File: src/hw/rtl/ucdc_pkg.sv
// Shared types, codes and CRC helper for the UART register datagram codec.
`default_nettype none

package ucdc_pkg;

  localparam logic [7:0] CRC_POLY    = 8'h07;
  localparam logic [7:0] WRITE_FLAG  = 8'h80;
  localparam logic [7:0] MASTER_ADDR = 8'hFF;
  localparam logic [7:0] SYNC_RESET  = 8'h05;

  localparam int QUEUE_DEPTH = 2;
  localparam int QPTR_W      = $clog2(QUEUE_DEPTH);
  localparam int QCNT_W      = $clog2(QUEUE_DEPTH + 1);

  // input item kinds
  localparam logic [1:0] KIND_WRITE = 2'd0;
  localparam logic [1:0] KIND_READ  = 2'd1;
  localparam logic [1:0] KIND_REPLY = 2'd2;

  // configuration register indexes
  localparam logic CFG_NODE_ADDRESS = 1'b0;
  localparam logic CFG_SYNC_BYTE    = 1'b1;

  // reply status codes
  localparam logic [2:0] ST_OK       = 3'd0;
  localparam logic [2:0] ST_BAD_SYNC = 3'd1;
  localparam logic [2:0] ST_BAD_ADDR = 3'd2;
  localparam logic [2:0] ST_BAD_REG  = 3'd3;
  localparam logic [2:0] ST_BAD_CRC  = 3'd4;

  // byte positions inside a datagram
  localparam logic [2:0] POS_SYNC      = 3'd0;
  localparam logic [2:0] POS_ADDR      = 3'd1;
  localparam logic [2:0] POS_REG       = 3'd2;
  localparam logic [2:0] POS_READ_CRC  = 3'd3;
  localparam logic [2:0] POS_WRITE_CRC = 3'd7;

  typedef struct packed {
    logic [1:0]  kind;
    logic [6:0]  reg_address;
    logic [31:0] write_value;
    logic [7:0]  rx_byte;
  } in_item_t;

  typedef struct packed {
    logic        tx_valid;
    logic [7:0]  tx_byte;
    logic        tx_last;
    logic        reply_valid;
    logic [2:0]  reply_status;
    logic [31:0] reply_data;
  } out_item_t;

  typedef enum logic [1:0] {
    JOB_WRITE,
    JOB_READ,
    JOB_REPLY
  } job_op_t;

  // one queued job: a request to frame, or a checked reply to report
  typedef struct packed {
    job_op_t     op;
    logic [6:0]  reg_address;
    logic [31:0] value;
    logic [2:0]  status;
  } job_t;

  typedef struct packed {
    logic [7:0] node_address;
    logic [7:0] sync_byte;
  } cfg_t;

  // one byte of CRC-8, data LSB first, CRC shifted from its top bit
  function automatic logic [7:0] crc8_byte(input logic [7:0] crc_in, input logic [7:0] data);
    logic [7:0] c;
    c = crc_in;
    for (int j = 0; j < 8; j++) begin
      if (c[7] ^ data[j]) begin
        c = {c[6:0], 1'b0} ^ CRC_POLY;
      end else begin
        c = {c[6:0], 1'b0};
      end
    end
    return c;
  endfunction

endpackage

`default_nettype wire

File: src/hw/rtl/ucdc_front.sv
// Front end: accepts items, turns commands into jobs and checks reply bytes.
`default_nettype none

module ucdc_front
  import ucdc_pkg::*;
(
  input  wire logic     clk,
  input  wire logic     rst,
  input  wire cfg_t     cfg,
  input  wire logic     accept,
  input  wire in_item_t item,
  output logic          push,
  output job_t          push_job
);

  logic [2:0]  reply_count;
  logic [6:0]  expected_register;
  logic [7:0]  rx_crc;
  logic [2:0]  rx_status;
  logic [31:0] rx_data;
  logic [7:0]  rx_first;

  logic [7:0]  crc_base;
  logic [7:0]  crc_next;
  logic [2:0]  status_next;
  logic [2:0]  final_status;

  assign crc_base = (reply_count == POS_SYNC) ? 8'h00 : rx_crc;
  assign crc_next = crc8_byte(crc_base, item.rx_byte);

  // address and register echo checks; first failing one wins
  always_comb begin
    status_next = rx_status;
    priority case (reply_count)
      POS_SYNC: begin
        status_next = ST_OK;
      end
      POS_ADDR: begin
        if (rx_status == ST_OK && item.rx_byte != MASTER_ADDR) status_next = ST_BAD_ADDR;
      end
      POS_REG: begin
        if (rx_status == ST_OK && item.rx_byte != {1'b0, expected_register}) begin
          status_next = ST_BAD_REG;
        end
      end
      default: status_next = rx_status;
    endcase
  end

  // sync is compared on the eighth byte, against the sync byte in force then
  assign final_status = (rx_first != cfg.sync_byte) ? ST_BAD_SYNC :
                        (rx_status != ST_OK) ? rx_status :
                        (item.rx_byte != rx_crc) ? ST_BAD_CRC : ST_OK;

  always_comb begin
    push              = 1'b0;
    push_job.op       = JOB_WRITE;
    push_job.reg_address = item.reg_address;
    push_job.value    = item.write_value;
    push_job.status   = ST_OK;
    if (accept) begin
      priority case (item.kind)
        KIND_WRITE: begin
          push        = 1'b1;
          push_job.op = JOB_WRITE;
        end
        KIND_READ: begin
          push        = 1'b1;
          push_job.op = JOB_READ;
        end
        KIND_REPLY: begin
          push            = (reply_count == POS_WRITE_CRC);
          push_job.op     = JOB_REPLY;
          push_job.status = final_status;
          push_job.value  = (final_status == ST_OK) ? rx_data : 32'h0;
        end
        default: push = 1'b0;
      endcase
    end
  end

  always_ff @(posedge clk) begin
    if (rst) begin
      reply_count       <= 3'd0;
      expected_register <= 7'd0;
    end else if (accept) begin
      if (item.kind == KIND_READ) begin
        expected_register <= item.reg_address;
        reply_count       <= 3'd0;
      end else if (item.kind == KIND_REPLY) begin
        reply_count <= reply_count + 3'd1;
      end
    end
  end

  always_ff @(posedge clk) begin
    if (accept && item.kind == KIND_REPLY) begin
      rx_crc    <= crc_next;
      rx_status <= status_next;
      rx_data   <= {rx_data[23:0], item.rx_byte};
      if (reply_count == POS_SYNC) rx_first <= item.rx_byte;
    end
  end

endmodule

`default_nettype wire

File: src/hw/rtl/ucdc_queue.sv
// Short job queue between the front end and the byte sequencer.
`default_nettype none

module ucdc_queue
  import ucdc_pkg::*;
(
  input  wire logic clk,
  input  wire logic rst,
  input  wire logic push,
  input  wire job_t push_job,
  input  wire logic pop,
  output logic      full,
  output logic      head_valid,
  output job_t      head
);

  job_t              slots [QUEUE_DEPTH];
  logic [QPTR_W-1:0] wptr;
  logic [QPTR_W-1:0] rptr;
  logic [QCNT_W-1:0] count;

  assign full       = (count == QCNT_W'(QUEUE_DEPTH));
  assign head_valid = (count != '0);
  assign head       = slots[rptr];

  always_ff @(posedge clk) begin
    if (rst) begin
      wptr  <= '0;
      rptr  <= '0;
      count <= '0;
    end else begin
      if (push) wptr <= (wptr == QPTR_W'(QUEUE_DEPTH - 1)) ? '0 : wptr + 1'b1;
      if (pop)  rptr <= (rptr == QPTR_W'(QUEUE_DEPTH - 1)) ? '0 : rptr + 1'b1;
      if (push && !pop)      count <= count + 1'b1;
      else if (pop && !push) count <= count - 1'b1;
    end
  end

  always_ff @(posedge clk) begin
    if (push) slots[wptr] <= push_job;
  end

endmodule

`default_nettype wire

File: src/hw/rtl/ucdc_back.sv
// Back end: serializes request datagrams with CRC and reports reply checks.
`default_nettype none

module ucdc_back
  import ucdc_pkg::*;
(
  input  wire logic clk,
  input  wire logic rst,
  input  wire cfg_t cfg,
  input  wire logic head_valid,
  input  wire job_t head,
  output logic      pop,
  input  wire logic out_stall,
  output logic      out_valid,
  output out_item_t out_item
);

  logic [2:0] byte_pos;
  logic [7:0] crc;
  logic       advance;
  logic       is_last;
  logic [7:0] cur_byte;
  logic [7:0] crc_base;
  out_item_t  result;

  assign advance  = !out_valid || !out_stall;
  assign is_last  = (head.op == JOB_WRITE) ? (byte_pos == POS_WRITE_CRC)
                                          : (byte_pos == POS_READ_CRC);
  assign crc_base = (byte_pos == POS_SYNC) ? 8'h00 : crc;

  always_comb begin
    unique case (byte_pos)
      3'd0: cur_byte = cfg.sync_byte;
      3'd1: cur_byte = cfg.node_address;
      3'd2: cur_byte = (head.op == JOB_WRITE) ? ({1'b0, head.reg_address} | WRITE_FLAG)
                                              : {1'b0, head.reg_address};
      3'd3: cur_byte = (head.op == JOB_WRITE) ? head.value[31:24] : crc;
      3'd4: cur_byte = head.value[23:16];
      3'd5: cur_byte = head.value[15:8];
      3'd6: cur_byte = head.value[7:0];
      3'd7: cur_byte = crc;
      default: cur_byte = crc;
    endcase
  end

  always_comb begin
    result = '0;
    if (head.op == JOB_REPLY) begin
      result.reply_valid  = 1'b1;
      result.reply_status = head.status;
      result.reply_data   = head.value;
    end else begin
      result.tx_valid = 1'b1;
      result.tx_byte  = cur_byte;
      result.tx_last  = is_last;
    end
  end

  assign pop = advance && head_valid && (head.op == JOB_REPLY || is_last);

  always_ff @(posedge clk) begin
    if (rst) begin
      out_valid <= 1'b0;
      byte_pos  <= 3'd0;
    end else if (advance) begin
      out_valid <= head_valid;
      if (head_valid) byte_pos <= pop ? 3'd0 : byte_pos + 3'd1;
    end
  end

  always_ff @(posedge clk) begin
    if (advance && head_valid) begin
      out_item <= result;
      crc      <= crc8_byte(crc_base, cur_byte);
    end
  end

endmodule

`default_nettype wire

File: src/hw/rtl/uart_register_datagram_codec_unit.sv
// Top level of the UART register datagram codec: config registers and datapath.
//
// Input channel (in_valid/in_stall/in_item) takes three kinds of transaction:
// write commands, read requests and received reply bytes. Output channel
// (out_valid/out_stall/out_item) carries one result per transaction out.
// - Write command: 8 request bytes (sync, node, reg|0x80, value MSB first, CRC).
// - Read request: 4 request bytes (sync, node, reg, CRC); restarts reply collection.
// - Reply byte: no result until the eighth, which yields one checked status
//   and the 32-bit value (zero on any failed check).
// An accepted transaction's job passes through the job queue and then the
// output register. While out_stall is low the byte sequencer emits one
// result per cycle: one per request byte, one per completed reply.
// A 2-entry job queue lets the front end keep accepting while it works.
// in_stall is high only while the job queue is full. When the receiver
// holds out_stall, the output register holds its transaction and the
// queue fills, then the input stalls.
// Reset (rst, synchronous): node address 0, sync byte 0x05, reply count and
// expected register cleared, queue and output emptied. No clearing pass.
// Config writes (cfg_we/cfg_index/cfg_data) take effect at once; write only
// while the block is idle.
`default_nettype none

module uart_register_datagram_codec_unit
  import ucdc_pkg::*;
(
  input  wire logic       clk,
  input  wire logic       rst,
  input  wire logic       in_valid,
  output logic            in_stall,
  input  wire in_item_t   in_item,
  output logic            out_valid,
  input  wire logic       out_stall,
  output out_item_t       out_item,
  input  wire logic       cfg_we,
  input  wire logic       cfg_index,
  input  wire logic [7:0] cfg_data
);

  cfg_t cfg;
  logic accept;
  logic push;
  job_t push_job;
  logic pop;
  logic full;
  logic head_valid;
  job_t head;

  // config registers
  always_ff @(posedge clk) begin
    if (rst) begin
      cfg.node_address <= 8'h00;
      cfg.sync_byte    <= SYNC_RESET;
    end else if (cfg_we) begin
      unique case (cfg_index)
        CFG_NODE_ADDRESS: cfg.node_address <= cfg_data;
        CFG_SYNC_BYTE:    cfg.sync_byte    <= cfg_data;
        default:          cfg.sync_byte    <= cfg.sync_byte;
      endcase
    end
  end

  // stall depends only on queue occupancy, never on in_valid
  assign in_stall = full;
  assign accept   = in_valid && !in_stall;

  ucdc_front u_front (
    .clk      (clk),
    .rst      (rst),
    .cfg      (cfg),
    .accept   (accept),
    .item     (in_item),
    .push     (push),
    .push_job (push_job)
  );

  ucdc_queue u_queue (
    .clk        (clk),
    .rst        (rst),
    .push       (push),
    .push_job   (push_job),
    .pop        (pop),
    .full       (full),
    .head_valid (head_valid),
    .head       (head)
  );

  ucdc_back u_back (
    .clk        (clk),
    .rst        (rst),
    .cfg        (cfg),
    .head_valid (head_valid),
    .head       (head),
    .pop        (pop),
    .out_stall  (out_stall),
    .out_valid  (out_valid),
    .out_item   (out_item)
  );

endmodule

`default_nettype wire
File: config.mk
export PLATFORM = sky130hd
export DESIGN_NAME = uart_register_datagram_codec_unit
export DESIGN_NICKNAME = d
export VERILOG_FILES = /design/src/hw/rtl/ucdc_pkg.sv /design/src/hw/rtl/ucdc_front.sv /design/src/hw/rtl/ucdc_queue.sv /design/src/hw/rtl/ucdc_back.sv /design/src/hw/rtl/uart_register_datagram_codec_unit.sv
export SDC_FILE = /design/constraint.sdc
export NUM_CORES = 1
export LEC_CHECK = 0
export ABC_AREA = 1
export BUFFER_PORTS_ARGS = -buffer_cell sky130_fd_sc_hd__buf_4
export CORE_MARGIN = 5
export CORE_UTILIZATION = 25
export DETAILED_ROUTE_END_ITERATION = 8
export RECOVER_POWER = 100
export SKIP_CTS_REPAIR_TIMING = 1
export SYNTH_ARGS = -nofsm -noshare
export SYNTH_HDL_FRONTEND = slang
export SYNTH_SLANG_ARGS = --single-unit
File: constraint.sdc
create_clock -name clk -period 3.5 [get_ports clk]
set_input_delay 0.175 -clock clk [delete_from_list [all_inputs] [get_ports clk]]
set_output_delay 0.175 -clock clk [all_outputs]
set_load 0.05 [all_outputs]
==> impl_metrics.env <==
export IMPL_holdPathStages=3
export IMPL_totalPowerFinal_mw=9.67
export IMPL_multi_input_area_sq_um=3280
export IMPL_cts_htree_levels=1
export IMPL_yosysUniqueCellTypes=40
export IMPL_grt_pass1_vias=7255
export IMPL_final_cell_area_sq_um=12700
export IMPL_layout_commonest_cell="nand2_1"
export IMPL_numCtsBuffers=26
export IMPL_powerDensity_nw_per_um2=765
export IMPL_place_area_sq_um=11700
export IMPL_antennaDiodeCount=0
export IMPL_period_needed_ns=2.92
export IMPL_fin_skew_ns=0.0126
export IMPL_clkSinkCount=227
export IMPL_die_w_um=213
export IMPL_period_share=0.834
export IMPL_critPathArrivalTime_ns=3.17
export IMPL_core_area_sq_um=40700
export IMPL_crit_required_ns=3.75
export IMPL_endpoint_kind="register"
export IMPL_std_cell_rows=74
export IMPL_utilization=0.311
export IMPL_tightest_slew_ns=1.30
export IMPL_synth_nets=1092
export IMPL_vias_per_cell=4.34
export IMPL_grt_max_degree=51
export IMPL_slowest_delay_ns=0.70
export IMPL_grt_overflow_total=0
export IMPL_nFillCells=4201
export IMPL_peakVddDrop_v=0.000402
export IMPL_start_kind="input port"
export IMPL_final_cell_mix="nand2_1 (297), edfxtp_1 (192), nor2_1 (88)"
export IMPL_cts_root_buf="clkbuf_16"
export IMPL_wl_um=28500
export IMPL_drive_gt1_frac=0.103
export IMPL_setup_viol=0
export IMPL_drv_cap=0
export IMPL_syn_area_per_cell_sq_um=10.1
export IMPL_nets=1244
export IMPL_vias=7454
export IMPL_path_delay_family="buffers and inverters"
export IMPL_crit_buf_inv=3
export IMPL_setup_tns_ns=0
export IMPL_hold_class="in -> reg"
export IMPL_synth_area_sq_um=10300
export IMPL_status="finished, final reports clean"
export IMPL_worstPathCellList="dlygate4sd3_1 -> clkbuf_1 -> xnor2_1 -> nand3_1 -> nor4_1 -> nand3_1 -> clkbuf_1 -> o21ai_0"
export IMPL_io_buffer_count=110
export IMPL_power_leakage_nw=4.91
export IMPL_initial_utilization=0.252
export IMPL_ys_ff_latch=227
export IMPL_wire_per_inst_um=16.6
export IMPL_synth_edf_count=192
export IMPL_yosysWarnings=0
export IMPL_ff2ff_path_depth=11
export IMPL_grt_pass1_wl_um=42500
export IMPL_synthToLayoutAreaGrowth_pct=23.4
export IMPL_dp_hpwl_um=21300
export IMPL_drt_iter0_drc=509
export IMPL_regArea_sq_um=6470
export IMPL_slowest_stage="o21ai_0"
export IMPL_slew_headroom=0.132
export IMPL_cts_tree="built"
export IMPL_slew_violations=0
export IMPL_yosysSeqAreaShare=0.630
export IMPL_crit_fanout=32
export IMPL_dr_pass1_iters=5
export IMPL_antenna_left=0
export IMPL_ios=111
export IMPL_grt_antenna_before_repair=0
export IMPL_cp_depth=8
export IMPL_track_usage=0.122
export IMPL_cts_buffer_depth=3
export IMPL_criticalPathCategory="in -> reg"
export IMPL_maxClockFrequency_mhz=343
export IMPL_cts_clk_slew_worst_paths_ns=0.06
export IMPL_drc=0
export IMPL_clock_latency_ns=0.53
export IMPL_synthFlopType="edfxtp_1"
export IMPL_hold_viol=0
export IMPL_synthCells=1012
export IMPL_holdWs_ns=0.00405
export IMPL_rsz0062_at_grt="false"
export IMPL_gp_congestion=0.870
export IMPL_async_reset_ff_frac=0
export IMPL_die_area_sq_um=45200
export IMPL_dieHeight_um=213
## logic make-up after synthesis
kind of cell / after synthesis / synth area share
AO/OA/AOI/OAI: 133 / 0.0700
flip-flops: 227 / 0.630
adder cells (fa/ha/maj): 17 / 0.0207
XOR/XNOR: 40 / 0.0342
buffers and inverters: 118 / 0.0471
multiplexers: 5 / 0.00488
AND/OR/NAND/NOR: 472 / 0.193
## final timing paths
path                                                    start                        endpoint  slack (ns)
worst max-delay path                               in_item[6]  u_queue.slots[1][17]$_DFFE_PP_        0.58
worst min-delay path                              in_item[32]  u_queue.slots[0][27]$_DFFE_PP_       0.004
worst max register to register                       register   u_queue.count[1]$_SDFFE_PP0P_        0.63
worst min register to register  u_front.rx_data[23]$_DFFE_PP_   u_front.rx_data[31]$_DFFE_PP_        0.45
## through the flow
stage / setup slack, ns / cells
2_1_floorplan: 0.379 / 1012
3_3_place_gp: 1.01 / 1641
3_5_place_dp: 0.991 / 1641
4_1_cts: 0.990 / 1689
5_1_grt: 0.400 / 1716
6_report: 0.581 / 1716
## synth_stat cells, drive strengths merged (2+ instances only)
cell type	n	share of area
nand3	42	0.021
buf	10	0.0076
nand3b	4	0.0029
nor3	2	0.0015
edfxtp	192	0.56
o22ai	4	0.0024
clkinv	2	0.00073
nand4	13	0.0079
clkbuf	16	0.0059
nand2	306	0.12
or2	11	0.0067
a211oi	5	0.0037
xnor2	21	0.018
o21ai	74	0.036
mux2i	5	0.0049
o211ai	4	0.0029
xor2	19	0.016
nor2	91	0.034
dfxtp	35	0.068
nor4	3	0.0018
o21a	3	0.0022
ha	17	0.021
a21oi	38	0.019
inv	90	0.033
a31oi	2	0.0012
## routing by layer
metal / track usage / wire [um] / share of wire
met2: 0.198 / 13300 / 0.47
met5: 0 / 0 / 0
met1: 0.169 / 12900 / 0.45
met4: 0.0324 / 717 / 0.025
met3: 0.0208 / 1640 / 0.058
## report_power, final
part | switching (mW) | total (mW) | internal (mW) | leakage (nW)
Clock | 1.10 | 2.98 | 1.87 | 0.460
Combinational | 2.24 | 3.05 | 0.813 | 2.38
Sequential | 0.166 | 3.65 | 3.48 | 2.07
Total | 3.51 | 9.67 | 6.17 | 4.91
## area by class of cell
cell class                 count  area share
clock buffer                  37      0.0595
clock inverter                11      0.0158
inverter                      92      0.0273
multi-input combinational    667       0.259
sequential                   227       0.511
tap                          532      0.0526
timing repair buffer         150      0.0744
## worst min-delay path: stages
cell     delay [ns]
buf_4          0.08
nand2_1        0.05
o21ai_0        0.10
## registers in the layout (all words and copies together), names as in the netlist, named ones only
| register | flops |
|---|---|
| u_back.byte_pos | 3 |
| cfg | 16 |
| u_queue.wptr | 1 |
| u_queue.slots | 88 |
| u_front.rx_status | 2 |
| u_front.rx_first | 8 |
| u_back.out_valid | 1 |
| u_back.out_item | 46 |
| u_front.expected_register | 7 |
| u_front.rx_data | 32 |
| u_queue.count | 2 |
| u_front.reply_count | 3 |
| u_back.crc | 8 |
| u_queue.rptr | 1 |
| u_front.rx_crc | 8 |
(Power assumes the default switching activity.)
